[src/rtl/pvs_pkg.sv]
// ----------------------------------------------------------------------------
// pvs_pkg
// Types, constants and helpers shared by the pilot valve pressure stepper.
// ----------------------------------------------------------------------------
package pvs_pkg;

  localparam int SLOT_COUNT_DEF   = 4;
  localparam int WAIT_CAP_DEF     = 5;
  localparam int SAMPLE_COUNT_DEF = 3;

  localparam int REG_SLOTS        = 4;   // slot registers in the config space
  localparam int CARRIED_SAMPLES  = 3;   // samples carried by one input beat

  localparam int MINUTE_W = 11;
  localparam int MILLI_W  = 16;
  localparam int SLOT_W   = MINUTE_W + MILLI_W;
  localparam int CNT_W    = 8;
  localparam int LVL_W    = 3;
  localparam int PULSE_W  = 10;
  localparam int IDX_W    = 2;
  localparam int CFG_IDX_W = 3;
  localparam int SUM_W    = MILLI_W + 2;
  localparam int ERR_W    = MILLI_W + 1;
  localparam int POS_W    = 3;

  // average = (sum * RECIP) >> RECIP_SH, exact for every sum below 2^SUM_W
  localparam int RECIP_SH = 19;
  localparam int RECIP_W  = RECIP_SH + 1;
  localparam int PROD_W   = SUM_W + RECIP_W;

  localparam int PULSE_STEP = 100;

  localparam logic [CFG_IDX_W-1:0] CFG_BAND  = 3'd0;
  localparam logic [CFG_IDX_W-1:0] CFG_MAX   = 3'd1;
  localparam logic [CFG_IDX_W-1:0] CFG_SLOT0 = 3'd2;
  localparam logic [CFG_IDX_W-1:0] CFG_SLOT1 = 3'd3;
  localparam logic [CFG_IDX_W-1:0] CFG_SLOT2 = 3'd4;
  localparam logic [CFG_IDX_W-1:0] CFG_SLOT3 = 3'd5;

  typedef enum logic [1:0] {
    VALVE_NONE  = 2'd0,
    VALVE_FILL  = 2'd1,
    VALVE_DRAIN = 2'd2
  } valve_t;

  typedef enum logic [1:0] {
    WAIT_NONE = 2'd0,
    WAIT_PROG = 2'd1,
    WAIT_LONG = 2'd2
  } wait_t;

  typedef enum logic [2:0] {
    ST_IDLE,
    ST_MUL,
    ST_WALK,
    ST_ERR,
    ST_CMP,
    ST_UPD
  } state_t;

  typedef struct packed {
    logic [MINUTE_W-1:0] minute_of_day;
    logic [MILLI_W-1:0]  sample_first;
    logic [MILLI_W-1:0]  sample_second;
    logic [MILLI_W-1:0]  sample_third;
  } in_item_t;

  typedef struct packed {
    logic [1:0]         valve_action;
    logic [PULSE_W-1:0] pulse_ms;
    logic [1:0]         wait_kind;
    logic [LVL_W-1:0]   wait_units;
    logic [CNT_W-1:0]   fill_steps;
    logic [CNT_W-1:0]   drain_steps;
    logic [IDX_W-1:0]   active_slot;
    logic               no_slots;
    logic [MILLI_W-1:0] average_milli;
  } out_item_t;

  typedef struct packed {
    logic load;   // take the input beat
    logic mul;    // reciprocal multiply, clear the slot walk
    logic walk;   // visit one slot
    logic err;    // setpoint minus average
    logic cmp;    // magnitude, band check, pulse index
    logic upd;    // update state, load the output register
  } cmd_t;

  typedef struct packed {
    logic walk_last;
    logic out_free;
  } sts_t;

  function automatic logic [PULSE_W-1:0] pulse_of(input logic [POS_W-1:0] pos);
    logic [PULSE_W-1:0] w;
    case (pos)
      3'd0:    w = 10'd100;
      3'd1:    w = 10'd200;
      3'd2:    w = 10'd300;
      3'd3:    w = 10'd400;
      3'd4:    w = 10'd500;
      default: w = 10'd700;
    endcase
    return w;
  endfunction

endpackage

[src/rtl/pvs_in_if.sv]
// ----------------------------------------------------------------------------
// pvs_in_if
// Input channel: one control cycle per beat.
// ----------------------------------------------------------------------------
interface pvs_in_if;
  logic              valid;
  logic              ready;
  pvs_pkg::in_item_t data;

  modport source (output valid, output data, input ready);
  modport sink   (input valid, input data, output ready);
endinterface

[src/rtl/pvs_out_if.sv]
// ----------------------------------------------------------------------------
// pvs_out_if
// Result channel: one regulation decision per beat.
// ----------------------------------------------------------------------------
interface pvs_out_if;
  logic               valid;
  logic               ready;
  pvs_pkg::out_item_t data;

  modport source (output valid, output data, input ready);
  modport sink   (input valid, input data, output ready);
endinterface

[src/rtl/pvs_cfg_if.sv]
// ----------------------------------------------------------------------------
// pvs_cfg_if
// Configuration write channel: register index and write data.
// ----------------------------------------------------------------------------
interface pvs_cfg_if;
  logic                             valid;
  logic                             ready;
  logic [pvs_pkg::CFG_IDX_W-1:0]    idx;
  logic [pvs_pkg::SLOT_W-1:0]       wdata;

  modport source (output valid, output idx, output wdata, input ready);
  modport sink   (input valid, input idx, input wdata, output ready);
endinterface

[src/rtl/pilot_valve_pressure_stepper.sv]
// ----------------------------------------------------------------------------
// pilot_valve_pressure_stepper
// Averages the pressure samples, picks the setpoint slot by time of day and
// decides a fill or drain pulse, step counts and the wait before next cycle.
// ----------------------------------------------------------------------------
//  channel  dir  handshake        beat
//  in_ch    in   valid/ready      minute of day, three pressure samples
//  out_ch   out  valid/ready      valve action, pulse, wait, counters, slot
//  cfg_ch   in   valid/ready(=1)  register index, write data
//
//  A beat passes accept, multiply, the slot walk over min(SLOT_COUNT, 4) slots,
//  error, compare and update into the output register; the walk visits one slot a cycle.
//  The next beat is taken back in idle, not before the last one is through.
//  in_ch is ready again as soon as the result is loaded, while it still waits.
//  A stalled out_ch holds the sequencer in its update step.
//  rst_n is synchronous, active low; the config registers hold reset values after it.
// ----------------------------------------------------------------------------
module pilot_valve_pressure_stepper #(
  parameter int SLOT_COUNT   = pvs_pkg::SLOT_COUNT_DEF,
  parameter int WAIT_CAP     = pvs_pkg::WAIT_CAP_DEF,
  parameter int SAMPLE_COUNT = pvs_pkg::SAMPLE_COUNT_DEF
) (
  input logic        clk,
  input logic        rst_n,
  pvs_in_if.sink     in_ch,
  pvs_out_if.source  out_ch,
  pvs_cfg_if.sink    cfg_ch
);
  import pvs_pkg::*;

  cmd_t cmd;
  sts_t sts;

  pvs_ctrl u_ctrl (
    .clk      (clk),
    .rst_n    (rst_n),
    .in_valid (in_ch.valid),
    .in_ready (in_ch.ready),
    .sts      (sts),
    .cmd      (cmd)
  );

  pvs_dp #(
    .SLOT_COUNT   (SLOT_COUNT),
    .WAIT_CAP     (WAIT_CAP),
    .SAMPLE_COUNT (SAMPLE_COUNT)
  ) u_dp (
    .clk     (clk),
    .rst_n   (rst_n),
    .in_data (in_ch.data),
    .cmd     (cmd),
    .sts     (sts),
    .out_ch  (out_ch),
    .cfg_ch  (cfg_ch)
  );

endmodule

[src/rtl/pvs_ctrl.sv]
// ----------------------------------------------------------------------------
// pvs_ctrl
// Sequencer: accept, multiply, walk the slots, error, compare, update.
// ----------------------------------------------------------------------------
module pvs_ctrl (
  input  logic          clk,
  input  logic          rst_n,
  input  logic          in_valid,
  output logic          in_ready,
  input  pvs_pkg::sts_t sts,
  output pvs_pkg::cmd_t cmd
);
  import pvs_pkg::*;

  state_t state_r;
  state_t state_nxt;

  always_ff @(posedge clk) begin
    if (!rst_n) begin
      state_r <= ST_IDLE;
    end else begin
      state_r <= state_nxt;
    end
  end

  always_comb begin
    state_nxt = state_r;
    unique case (state_r)
      ST_IDLE: if (in_valid) state_nxt = ST_MUL;
      ST_MUL:  state_nxt = ST_WALK;
      ST_WALK: if (sts.walk_last) state_nxt = ST_ERR;
      ST_ERR:  state_nxt = ST_CMP;
      ST_CMP:  state_nxt = ST_UPD;
      ST_UPD:  if (sts.out_free) state_nxt = ST_IDLE;
      default: state_nxt = ST_IDLE;
    endcase
  end

  always_comb begin
    cmd      = '0;
    in_ready = 1'b0;
    unique case (state_r)
      ST_IDLE: begin
        in_ready = 1'b1;
        cmd.load = in_valid;
      end
      ST_MUL:  cmd.mul  = 1'b1;
      ST_WALK: cmd.walk = 1'b1;
      ST_ERR:  cmd.err  = 1'b1;
      ST_CMP:  cmd.cmp  = 1'b1;
      ST_UPD:  cmd.upd  = sts.out_free;
      default: cmd = '0;
    endcase
  end

  a_accept_starts: assert property (@(posedge clk) disable iff (!rst_n)
    state_r == ST_IDLE && in_valid |=> state_r == ST_MUL)
    else $error("accepted beat did not start the sequence");

  a_walk_exit: assert property (@(posedge clk) disable iff (!rst_n)
    state_r == ST_WALK && sts.walk_last |=> state_r == ST_ERR)
    else $error("slot walk overran its last slot");

  a_upd_hold: assert property (@(posedge clk) disable iff (!rst_n)
    state_r == ST_UPD && !sts.out_free |=> state_r == ST_UPD)
    else $error("left update while the output register was full");

  a_ready_idle: assert property (@(posedge clk) disable iff (!rst_n)
    in_ready |-> !(cmd.mul || cmd.walk || cmd.err || cmd.cmp || cmd.upd))
    else $error("ready raised while a beat is in progress");

endmodule

[src/rtl/pvs_dp.sv]
// ----------------------------------------------------------------------------
// pvs_dp
// Datapath: config registers, averaging, slot walk, error, step counters,
// wait level and the output register.
// ----------------------------------------------------------------------------
module pvs_dp #(
  parameter int SLOT_COUNT   = pvs_pkg::SLOT_COUNT_DEF,
  parameter int WAIT_CAP     = pvs_pkg::WAIT_CAP_DEF,
  parameter int SAMPLE_COUNT = pvs_pkg::SAMPLE_COUNT_DEF
) (
  input  logic              clk,
  input  logic              rst_n,
  input  pvs_pkg::in_item_t in_data,
  input  pvs_pkg::cmd_t     cmd,
  output pvs_pkg::sts_t     sts,
  pvs_out_if.source         out_ch,
  pvs_cfg_if.sink           cfg_ch
);
  import pvs_pkg::*;

  localparam int EFF_SLOTS = (SLOT_COUNT < REG_SLOTS) ? SLOT_COUNT : REG_SLOTS;
  localparam int N_RAW     = (SAMPLE_COUNT < CARRIED_SAMPLES) ? SAMPLE_COUNT
                                                             : CARRIED_SAMPLES;
  localparam int N_AVG     = (N_RAW < 1) ? 1 : N_RAW;
  localparam int RECIP     = ((2 ** RECIP_SH) + N_AVG - 1) / N_AVG;
  localparam logic [IDX_W-1:0]   LAST_IDX = IDX_W'(EFF_SLOTS - 1);
  localparam logic [LVL_W-1:0]   CAP      = LVL_W'(WAIT_CAP);
  localparam logic [RECIP_W-1:0] RECIP_K  = RECIP_W'(RECIP);

  // config registers
  logic [MILLI_W-1:0] band_r;
  logic [CNT_W-1:0]   max_r;
  logic [SLOT_W-1:0]  slot_r [REG_SLOTS];

  // per-beat working registers
  logic [MINUTE_W-1:0] now_r;
  logic [SUM_W-1:0]    sum_r;
  logic [PROD_W-1:0]   prod_r;
  logic [MILLI_W-1:0]  avg_r;
  logic [IDX_W-1:0]    idx_r;
  logic                stop_r;
  logic                passed_r;
  logic                none_r;
  logic [IDX_W-1:0]    pass_idx_r;
  logic [MILLI_W-1:0]  sp_pass_r;
  logic [IDX_W-1:0]    last_idx_r;
  logic [MILLI_W-1:0]  sp_last_r;
  logic [IDX_W-1:0]    act_r;
  logic [ERR_W-1:0]    err_r;
  logic                neg_r;
  logic                in_band_r;
  logic [POS_W-1:0]    pos_r;

  // regulation state
  logic [CNT_W-1:0] fill_r, fill_nxt;
  logic [CNT_W-1:0] drain_r, drain_nxt;
  logic [LVL_W-1:0] lvl_r, lvl_nxt;

  out_item_t out_r, out_nxt;
  logic      out_valid_r;

  logic [SUM_W-1:0]    sum_in;
  logic [SLOT_W-1:0]   word;
  logic [MINUTE_W-1:0] t_cur;
  logic [ERR_W-1:0]    mag_full;
  logic [MILLI_W-1:0]  mag;
  logic [POS_W-1:0]    pos;
  logic [CNT_W-1:0]    fill_up, drain_up;
  logic [CNT_W:0]      step_sum;
  wait_t               kind;
  valve_t              action;

  assign cfg_ch.ready = 1'b1;

  always_ff @(posedge clk) begin
    if (!rst_n) begin
      band_r <= MILLI_W'(100);
      max_r  <= CNT_W'(10);
      for (int i = 0; i < REG_SLOTS; i++) slot_r[i] <= '0;
    end else if (cfg_ch.valid) begin
      unique case (cfg_ch.idx)
        CFG_BAND:  band_r    <= cfg_ch.wdata[MILLI_W-1:0];
        CFG_MAX:   max_r     <= cfg_ch.wdata[CNT_W-1:0];
        CFG_SLOT0: slot_r[0] <= cfg_ch.wdata;
        CFG_SLOT1: slot_r[1] <= cfg_ch.wdata;
        CFG_SLOT2: slot_r[2] <= cfg_ch.wdata;
        CFG_SLOT3: slot_r[3] <= cfg_ch.wdata;
        default: ;
      endcase
    end
  end

  // sum of the samples that take part
  always_comb begin
    sum_in = SUM_W'(in_data.sample_first);
    if (N_AVG >= 2) sum_in = sum_in + SUM_W'(in_data.sample_second);
    if (N_AVG >= 3) sum_in = sum_in + SUM_W'(in_data.sample_third);
  end

  assign word  = slot_r[idx_r];
  assign t_cur = word[SLOT_W-1:MILLI_W];

  always_ff @(posedge clk) begin
    if (cmd.load) begin
      now_r <= in_data.minute_of_day;
      sum_r <= sum_in;
    end
    if (cmd.mul) begin
      prod_r <= PROD_W'(sum_r) * PROD_W'(RECIP_K);
    end
    if (cmd.walk) begin
      avg_r <= prod_r[RECIP_SH +: MILLI_W];
      if (idx_r == '0) none_r <= (t_cur == '0);
      if (t_cur != '0) begin
        last_idx_r <= idx_r;
        sp_last_r  <= word[MILLI_W-1:0];
      end
      if (!stop_r) begin
        if (t_cur == '0 || now_r <= t_cur) begin
          stop_r <= 1'b1;
        end else begin
          passed_r   <= 1'b1;
          pass_idx_r <= idx_r;
          sp_pass_r  <= word[MILLI_W-1:0];
        end
      end
    end
    if (cmd.mul) begin
      stop_r     <= 1'b0;
      passed_r   <= 1'b0;
      last_idx_r <= '0;
      sp_last_r  <= '0;
    end
    if (cmd.err) begin
      act_r <= passed_r ? pass_idx_r : last_idx_r;
      err_r <= {1'b0, (passed_r ? sp_pass_r : sp_last_r)} - {1'b0, avg_r};
    end
    if (cmd.cmp) begin
      neg_r     <= err_r[ERR_W-1];
      in_band_r <= (mag <= band_r);
      pos_r     <= pos;
    end
  end

  // slot index counter
  always_ff @(posedge clk) begin
    if (!rst_n) begin
      idx_r <= '0;
    end else if (cmd.mul) begin
      idx_r <= '0;
    end else if (cmd.walk && idx_r != LAST_IDX) begin
      idx_r <= idx_r + 1'b1;
    end
  end

  assign sts.walk_last = (idx_r == LAST_IDX);

  assign mag_full = err_r[ERR_W-1] ? (~err_r + 1'b1) : err_r;
  assign mag      = mag_full[MILLI_W-1:0];

  always_comb begin
    if (mag >= MILLI_W'(5 * PULSE_STEP))      pos = 3'd5;
    else if (mag >= MILLI_W'(4 * PULSE_STEP)) pos = 3'd4;
    else if (mag >= MILLI_W'(3 * PULSE_STEP)) pos = 3'd3;
    else if (mag >= MILLI_W'(2 * PULSE_STEP)) pos = 3'd2;
    else if (mag >= MILLI_W'(PULSE_STEP))     pos = 3'd1;
    else                                      pos = 3'd0;
  end

  // counters and wait level for this beat
  always_comb begin
    fill_up   = (fill_r  != '1) ? fill_r  + 1'b1 : fill_r;
    drain_up  = (drain_r != '1) ? drain_r + 1'b1 : drain_r;
    fill_nxt  = fill_r;
    drain_nxt = drain_r;
    action    = VALVE_NONE;
    step_sum  = '0;
    if (none_r) begin
      kind = WAIT_LONG;
    end else if (in_band_r) begin
      kind      = WAIT_PROG;
      fill_nxt  = '0;
      drain_nxt = '0;
    end else begin
      if (!neg_r) begin
        action   = VALVE_FILL;
        fill_nxt = fill_up;
      end else begin
        action    = VALVE_DRAIN;
        drain_nxt = drain_up;
      end
      step_sum = {1'b0, fill_nxt} + {1'b0, drain_nxt};
      if (step_sum > {1'b0, max_r}) begin
        kind      = WAIT_LONG;
        fill_nxt  = '0;
        drain_nxt = '0;
      end else begin
        kind = WAIT_NONE;
      end
    end

    case (kind)
      WAIT_NONE: lvl_nxt = LVL_W'(1);
      WAIT_PROG: lvl_nxt = (lvl_r < CAP) ? lvl_r + 1'b1 : CAP;
      default:   lvl_nxt = CAP;
    endcase

    out_nxt.valve_action  = action;
    out_nxt.pulse_ms      = (action == VALVE_NONE) ? '0 : pulse_of(pos_r);
    out_nxt.wait_kind     = kind;
    out_nxt.wait_units    = lvl_nxt;
    out_nxt.fill_steps    = fill_nxt;
    out_nxt.drain_steps   = drain_nxt;
    out_nxt.active_slot   = none_r ? '0 : act_r;
    out_nxt.no_slots      = none_r;
    out_nxt.average_milli = avg_r;
  end

  always_ff @(posedge clk) begin
    if (!rst_n) begin
      fill_r  <= '0;
      drain_r <= '0;
      lvl_r   <= LVL_W'(1);
    end else if (cmd.upd) begin
      fill_r  <= fill_nxt;
      drain_r <= drain_nxt;
      lvl_r   <= lvl_nxt;
    end
  end

  // output register: holds a finished beat while the next one is worked
  always_ff @(posedge clk) begin
    if (!rst_n) begin
      out_valid_r <= 1'b0;
    end else if (cmd.upd) begin
      out_valid_r <= 1'b1;
    end else if (out_ch.ready) begin
      out_valid_r <= 1'b0;
    end
  end

  always_ff @(posedge clk) begin
    if (cmd.upd) out_r <= out_nxt;
  end

  assign sts.out_free = !out_valid_r || out_ch.ready;
  assign out_ch.valid = out_valid_r;
  assign out_ch.data  = out_r;

  a_band_clears: assert property (@(posedge clk) disable iff (!rst_n)
    cmd.upd && !none_r && in_band_r |=> fill_r == '0 && drain_r == '0)
    else $error("settled beat left step counters set");

  a_idx_range: assert property (@(posedge clk) disable iff (!rst_n)
    idx_r <= LAST_IDX)
    else $error("slot index past the last slot in use");

  a_lvl_range: assert property (@(posedge clk) disable iff (!rst_n)
    lvl_r != '0 && lvl_r <= CAP)
    else $error("wait level out of range");

  a_out_from_upd: assert property (@(posedge clk) disable iff (!rst_n)
    $rose(out_valid_r) |-> $past(cmd.upd))
    else $error("output valid without an update");

  a_none_quiet: assert property (@(posedge clk) disable iff (!rst_n)
    cmd.upd && none_r |=> out_r.valve_action == VALVE_NONE && out_r.pulse_ms == '0)
    else $error("pulse given with no slots set");

endmodule
[src/flat_wrapper.sv]
// flat-port wrapper written by rule: the top's interface ports become plain ports
module pilot_valve_pressure_stepper_flat import pvs_pkg::*;
#(
  parameter int SLOT_COUNT   = pvs_pkg::SLOT_COUNT_DEF,
  parameter int WAIT_CAP     = pvs_pkg::WAIT_CAP_DEF,
  parameter int SAMPLE_COUNT = pvs_pkg::SAMPLE_COUNT_DEF
)
  (clk, rst_n, in_ch_valid, in_ch_data, in_ch_ready, out_ch_valid, out_ch_data, out_ch_ready, cfg_ch_valid, cfg_ch_idx, cfg_ch_wdata, cfg_ch_ready);
  pvs_in_if in_ch_i ();
  pvs_out_if out_ch_i ();
  pvs_cfg_if cfg_ch_i ();
  input logic clk;
  input logic rst_n;
  input wire logic [$bits(in_ch_i.valid)-1:0] in_ch_valid;
  input wire logic [$bits(in_ch_i.data)-1:0] in_ch_data;
  output wire logic [$bits(in_ch_i.ready)-1:0] in_ch_ready;
  output wire logic [$bits(out_ch_i.valid)-1:0] out_ch_valid;
  output wire logic [$bits(out_ch_i.data)-1:0] out_ch_data;
  input wire logic [$bits(out_ch_i.ready)-1:0] out_ch_ready;
  input wire logic [$bits(cfg_ch_i.valid)-1:0] cfg_ch_valid;
  input wire logic [$bits(cfg_ch_i.idx)-1:0] cfg_ch_idx;
  input wire logic [$bits(cfg_ch_i.wdata)-1:0] cfg_ch_wdata;
  output wire logic [$bits(cfg_ch_i.ready)-1:0] cfg_ch_ready;
  assign in_ch_i.valid = in_ch_valid;
  assign in_ch_i.data = in_ch_data;
  assign in_ch_ready = in_ch_i.ready;
  assign out_ch_valid = out_ch_i.valid;
  assign out_ch_data = out_ch_i.data;
  assign out_ch_i.ready = out_ch_ready;
  assign cfg_ch_i.valid = cfg_ch_valid;
  assign cfg_ch_i.idx = cfg_ch_idx;
  assign cfg_ch_i.wdata = cfg_ch_wdata;
  assign cfg_ch_ready = cfg_ch_i.ready;
  pilot_valve_pressure_stepper #(.SLOT_COUNT(SLOT_COUNT), .WAIT_CAP(WAIT_CAP), .SAMPLE_COUNT(SAMPLE_COUNT)) u_core (.clk(clk), .rst_n(rst_n), .in_ch(in_ch_i), .out_ch(out_ch_i), .cfg_ch(cfg_ch_i));
endmodule
[config.mk]
export PLATFORM = sky130hd
export DESIGN_NAME = pilot_valve_pressure_stepper_flat
export DESIGN_NICKNAME = d
export VERILOG_FILES = /design/src/rtl/pvs_pkg.sv /design/src/rtl/pvs_in_if.sv /design/src/rtl/pvs_out_if.sv /design/src/rtl/pvs_cfg_if.sv /design/src/rtl/pilot_valve_pressure_stepper.sv /design/src/rtl/pvs_ctrl.sv /design/src/rtl/pvs_dp.sv /design/src/flat_wrapper.sv
export SDC_FILE = /design/constraint.sdc
export NUM_CORES = 1
export LEC_CHECK = 0
export BUFFER_PORTS_ARGS = -buffer_cell sky130_fd_sc_hd__buf_2
export CORE_MARGIN = 3
export CORE_UTILIZATION = 30
export CTS_CLUSTER_SIZE = 8
export DETAILED_ROUTE_END_ITERATION = 10
export PLACE_DENSITY = 0.49
export SYNTH_ARGS = -nofsm -noshare
export SYNTH_HDL_FRONTEND = slang
export SYNTH_SLANG_ARGS = --single-unit
export TNS_END_PERCENT = 10
[constraint.sdc]
create_clock -name clk -period 11 [get_ports clk]
set_input_delay 0.55 -clock clk [delete_from_list [all_inputs] [get_ports clk]]
set_output_delay 0.55 -clock clk [all_outputs]
set_load 0.1 [all_outputs]
==> impl_metrics.py, run 1 <==
metrics = {
    "timing": {
        "rsz0062_at_grt": "no",
        "tightest_slew_ns": 1.21,
        "fin_tns_setup_ns": 0,
        "fin_skew_ns": 0.0508,
        "setup_viol_count_final": 0,
        "finalHoldViolations": 0,
        "period_needed_ns": 6.04,
        "max_freq_ghz": 0.166,
        "fin_crit_sh_pct": 54.9,
        "slew_violations": 0,
        "slew_headroom_pct": 19.4,
    },
    "place": {
        "gp_congestion": 0.837,
        "hpwl_um": 39600,
        "io_buffers": 145,
    },
    "flow_run": {
        "cap_violations": 0,
    },
    "final_layout": {
        "area_growth_pct": 15.0,
        "drive_gt1_share_pct": 13.2,
        "nets": 2575,
        "antenna_cells": 0,
        "layout_commonest_cell": "inv_1",
        "final_cell_mix": "331 x inv_1, 261 x edfxtp_1, 235 x ha_1",
    },
    "global_route": {
        "gr-usage-met2_pct": 24.3,
        "grtUsageMet3_pct": 1.84,
        "grt_usage_pct": 13.6,
        "grt_pass1_vias": 14900,
        "overflow": 0,
        "grt_max_degree": 52,
        "grt_pass1_wl_um": 83200,
        "globalRoute.busiestLayer": "met2",
        "antenna_found_initial": 1,
        "met1_usage_pct": 17.5,
    },
    "die": {
        "ios": 149,
        "core-area_um2": 72100,
        "dieArea_um2": 76700,
        "placementRows": 98,
        "die_y_um": 277,
        "die_w_um": 277,
        "initial_core_util_pct": 30.5,
    },
    "clocking": {
        "clk_path_buf_depth": 3,
        "cts_tree": "built",
        "cts_max_level": 2,
        "clock_latency_ns": 0.60,
        "post-cts-setup-buffers": 0,
        "cts_hold_buffers": 0,
        "cts.sinks": 332,
        "cts_root_buf": "clkbuf_16",
        "cts.repair.resized": 0,
        "cts_buffers": 48,
        "clk_pin_slew_ns": 0.06,
    },
    "critical_path": {
        "path_class": "flip-flop to flip-flop",
        "ff2ff_setup_slack_ns": 4.96,
        "required_ns": 11.44,
        "crit_path_start_kind": "flip-flop",
        "cp_cell_sequence": "ha_1, fa_1, inv_1, fa_1, inv_1, fa_1, fa_1, inv_1, fa_1, inv_1, ha_1, a21oi_1, o2111ai_1, a21oi_1, a21oi_1, a311o_1, a31o_2, nor4b_1, a211o_1",
        "endpoint_kind": "flip-flop",
        "slowest_stage": "fa_1",
        "max_stage_delay_ns": 0.54,
        "crit_arrival_ns": 6.48,
        "crit_fanout": 6,
        "critPathMostFrequentCell": "fa_1",
    },
    "drt": {
        "postRouteWirelength_um": 52100,
        "viasPerCell": 4.54,
        "wl_per_cell_um": 16.8,
        "firstDrtPassIters": 5,
        "vias": 14100,
        "drc": 0,
        "drtIter0Drc": 620,
        "drtAntennaViolNets": 0,
    },
    "yosys": {
        "ys_ff_latch": 332,
        "synth_warnings": 0,
        "ys_async_sr_fraction_pct": 0,
        "yosysSeqAreaShare_pct": 42.0,
        "ys.flop_type": "edfxtp_1",
        "synth-edff-count": 261,
        "synth_top_area_share_pct": 35.6,
        "avgSynthCellArea_um2": 11.2,
        "synth_area_leaders": "edfxtp_1 36%, ha_1 13%, fa_1 11%, dfxtp_1 6.5%, inv_1 5.7%",
        "synth_cell_types": 73,
        "synth_area_um2": 22000,
        "synth_top_cell_by_area": "edfxtp_1",
        "synth_cells": 1959,
    },
    "hold_path": {
        "hold_path_class": "primary input to flip-flop",
    },
    "run_status": {
        "outcome": "finished clean",
    },
}
## metrics by stage
step	utilization [%]	hold WS, ns	instances	instance area, um^2	setup slack [ns]
floorplan	-	0.400	1960	22000	5.38
global placement	33.1	0.404	3020	23900	5.04
detailed placement	33.1	0.405	3020	23900	4.97
CTS	35.1	0.101	3110	25300	4.92
global route	35.1	0.118	3110	25300	4.66
finish	35.1	0.143	3110	25300	4.96
## logic make-up (layout without fill, tap and decap cells)
| family | Yosys count | count (layout) | synth area share [%] |
|---|---|---|---|
| simple gates | 460 | 460 | 10.8 |
| flops | 332 | 332 | 42.0 |
| buf+inv | 382 | 582 | 6.67 |
| xor+xnor | 74 | 74 | 2.94 |
| compound gates | 277 | 277 | 7.81 |
| fa+ha+maj | 361 | 361 | 24.8 |
| other cells | 2 | 3 | 0.0341 |
| mux | 71 | 71 | 4.85 |
## cells in the mapped netlist, drive strengths merged (4+ instances only)
cell,instances
or2,4
mux2i,28
xor2,16
o21a,23
o211ai,8
mux2,16
xnor2,58
o21bai,4
nand3b,7
inv,333
or3,15
nor3,23
nor4,9
a21o,19
o21ai,79
a211oi,7
a31oi,13
nand2,118
nand4,15
fa,126
nand3,25
nand2b,17
clkbuf,36
and3,8
ha,235
a21boi,5
a21oi,79
buf,13
edfxtp,261
o31ai,7
mux4,27
nor2,79
dfxtp,71
and2,112
nor2b,18
## sequential cells by signal, indices dropped and copies added, names as in the netlist, 2 cells and up, named ones only
name                     cells
u_core.u_dp.slot_r         108
u_core.u_dp.out_ch.data     49
u_core.u_dp.sum_r           18
u_core.u_dp.err_r           17
u_core.u_dp.avg_r           16
u_core.u_dp.band_r          16
u_core.u_dp.prod_r          16
u_core.u_dp.sp_last_r       16
u_core.u_dp.sp_pass_r       16
u_core.u_dp.now_r           11
u_core.u_dp.drain_r          8
u_core.u_dp.fill_r           8
u_core.u_dp.max_r            8
u_core.u_ctrl.state_r        3
u_core.u_dp.lvl_r            3
u_core.u_dp.pos_r            3
u_core.u_dp.act_r            2
u_core.u_dp.idx_r            2
u_core.u_dp.last_idx_r       2
u_core.u_dp.pass_idx_r       2
## area by class of cell
| class | count | area, um^2 |
|---|---|---|
| Fill cell | 7244 | 46800 |
| Clock inverter | 5 | 115 |
| Clock buffer | 85 | 1350 |
| Tap cell | 950 | 1190 |
| Inverter | 333 | 1250 |
| Multi-Input combinational cell | 1246 | 11300 |
| Timing Repair Buffer | 159 | 831 |
| Sequential cell | 332 | 9260 |
## worst paths after layout
kind | start | to | cells after the start
hold / removal | in_ch_data[56] | u_core.u_dp.now_r[8] | 1
hold reg to reg | u_core.u_dp.prod_r[24] | u_core.u_dp.avg_r[5] | 0
setup / recovery | u_core.u_dp.sum_r[4] | u_core.u_dp.prod_r[30] | 19
setup reg to reg | u_core.u_dp.sum_r[4] | u_core.u_dp.prod_r[30] | 19
## routing by layer
layer  share of wire (%)  wire [um]
met1                  45      23300
met2                  50      26300
met3                 3.2       1660
met4                 1.6        829
met5                   0          0
## worst max-delay path: cells and delay by family, from the launching register on
| family | cells | cell delay [ns] |
|---|---|---|
| adder cells (fa/ha/maj) | 7 | 3.33 |
| AO/OA/AOI/OAI | 7 | 1.56 |
| flip-flops | 1 | 0.51 |
| AND/OR/NAND/NOR | 1 | 0.31 |
| buffers and inverters | 4 | 0.20 |
Power of run 1 is not shown: default switching activity piles up to over one toggle a cycle in this logic, so the estimate is an artifact.
==> inputs of run 2 (changes only) <==
==> constraint.sdc (replaced) <==
create_clock -name clk -period 5.72 [get_ports clk]
set_input_delay 0.286 -clock clk [delete_from_list [all_inputs] [get_ports clk]]
set_output_delay 0.286 -clock clk [all_outputs]
set_load 0.1 [all_outputs]
==> run 2 against run 1 <==
Compared with the run above:
- flip-flop and latch count did not move
- cell count increased by 2.0%
- wire length rose by 0.13%
==> impl_metrics.py, run 2 (synthesized netlist as in run 1, its figures left out) <==
metrics = {
    "run_status": {
        "outcome": "finished clean",
    },
    "timing": {
        "setup_viol_count_final": 0,
        "period_needed_ns": 5.57,
        "fin_tns_setup_ns": 0,
        "finalHoldViolations": 0,
        "whs_ns": 0.0381,
        "fin_crit_sh_pct": 97.3,
        "slew_violations": 0,
        "rsz0062_at_grt": "yes",
        "fin_skew_ns": 0.0300,
        "slew_headroom_pct": 18.7,
        "max_freq_ghz": 0.180,
        "tightest_slew_ns": 1.22,
    },
    "die": {
        "core-area_um2": 72100,
        "dieArea_um2": 76700,
        "initial_core_util_pct": 30.5,
        "die_y_um": 277,
        "die_w_um": 277,
        "placementRows": 98,
        "ios": 149,
    },
    "drt": {
        "firstDrtPassIters": 5,
        "viasPerCell": 4.54,
        "drtAntennaViolNets": 0,
        "vias": 14400,
        "drc": 0,
        "postRouteWirelength_um": 52200,
        "wl_per_cell_um": 16.5,
        "drtIter0Drc": 615,
    },
    "clocking": {
        "cts_root_buf": "clkbuf_16",
        "cts_buffers": 48,
        "post-cts-setup-buffers": 0,
        "cts_tree": "built",
        "clk_pin_slew_ns": 0.06,
        "cts.sinks": 332,
        "cts_max_level": 2,
        "clock_latency_ns": 0.60,
        "clk_path_buf_depth": 3,
    },
    "critical_path": {
        "ff2ff_setup_slack_ns": 0.15,
        "crit_fanout": 5,
        "reg2reg_depth": 19,
        "required_ns": 6.17,
        "crit_path_start_kind": "flip-flop",
        "crit_end": "u_core.u_dp.prod_r[30]",
        "setup.worst_path.start": "u_core.u_dp.sum_r[4]",
        "path_class": "flip-flop to flip-flop",
        "endpoint_kind": "flip-flop",
        "reg2reg_from": "u_core.u_dp.sum_r[4]",
        "crit_arrival_ns": 6.02,
        "worstReg2RegEnd": "u_core.u_dp.prod_r[30]",
    },
    "global_route": {
        "grt_pass1_wl_um": 83400,
        "grt_usage_pct": 13.6,
        "overflow": 0,
        "antenna_found_initial": 1,
        "grt_pass1_vias": 15200,
        "grt_max_degree": 52,
    },
    "final_layout": {
        "final_cell_mix": "331 x inv_1, 261 x edfxtp_1, 230 x ha_1",
        "antenna_cells": 0,
        "top_register": "u_core.u_dp.slot_r",
        "drive_gt1_share_pct": 15.2,
        "largest_reg_flops": 108,
        "area_growth_pct": 18.0,
        "nets": 2639,
        "layout_commonest_cell": "inv_1",
    },
    "place": {
        "io_buffers": 145,
        "gp_congestion": 0.861,
        "hpwl_um": 39600,
    },
    "hold_path": {
        "holdPathStages": 2,
        "hold_path_class": "primary input to flip-flop",
    },
    "flow_run": {
        "cap_violations": 0,
    },
}
-- run 2: cell count changes in the layout (fill, tap and decap cells not counted), sizes merged --
cell	change
buf	+35
dlygate4sd3	+29
clkbuf	-1
bufinv	-1
clkinv	+1
-- run 2: stage by stage --
stage | worst slack (ns) | instance area (um^2) | instances | util [%]
2_1_floorplan | 0.0979 | 22000 | 1960 | -
3_3_place_gp | 0.0640 | 24100 | 3055 | 33.5
3_5_place_dp | -0.00107 | 24100 | 3055 | 33.5
4_1_cts | 0.00992 | 25900 | 3173 | 35.9
5_1_grt | -0.0667 | 26000 | 3173 | 36.0
6_report | 0.152 | 26000 | 3173 | 36.0
-- run 2: timing repair --
item	in CTS	in global routing
pin swaps	0	2
hold endpoints to repair	48	0
resized for setup	1	20
setup endpoints to repair	2	31
hold buffers	29	0
-- run 2: worst max-delay path, cell delays in order (launching register included) --
cell	delay, ns
edfxtp_1	0.49
ha_4	0.27
fa_1	0.50
inv_1	0.06
fa_1	0.50
inv_1	0.06
fa_1	0.50
fa_1	0.55
inv_1	0.05
fa_1	0.52
inv_1	0.04
ha_1	0.32
a21oi_2	0.17
o2111ai_1	0.11
a21oi_1	0.20
a21oi_2	0.10
a311o_1	0.35
a31o_4	0.28
nor4b_2	0.25
a211o_1	0.13
-- run 2: worst min-delay path by stage --
stage                                     end                    from  slack (ns)
floorplan                u_core.u_dp.now_r[0]          in_ch_data[48]        0.38
global placement         u_core.u_dp.avg_r[1]  u_core.u_dp.prod_r[20]        0.40
detailed placement       u_core.u_dp.avg_r[2]  u_core.u_dp.prod_r[21]        0.40
CTS                      u_core.u_dp.max_r[5]         cfg_ch_wdata[5]       0.001
global route        u_core.u_dp.slot_r[2][17]        cfg_ch_wdata[17]        0.02
finish              u_core.u_dp.slot_r[0][16]        cfg_ch_wdata[16]        0.04
-- run 2: area by class of cell --
| class | count | area [um^2] |
|---|---|---|
| Fill cell | 7270 | 46100 |
| Multi-Input combinational cell | 1246 | 11500 |
| Sequential cell | 332 | 9260 |
| Timing Repair Buffer | 223 | 1380 |
| Clock buffer | 84 | 1360 |
| Inverter | 333 | 1250 |
| Tap cell | 950 | 1190 |
| Clock inverter | 5 | 78.8 |
-- run 2: per-layer routing --
layer  vias up  wire length, um  track usage [%]
met4         2             1190             3.69
li1       7143                -                -
met1      6969            23000             17.0
met3        76             1820             2.03
met5         -               13                0
met2       220            26200             24.5
Power of run 2 is left out for the same reason.
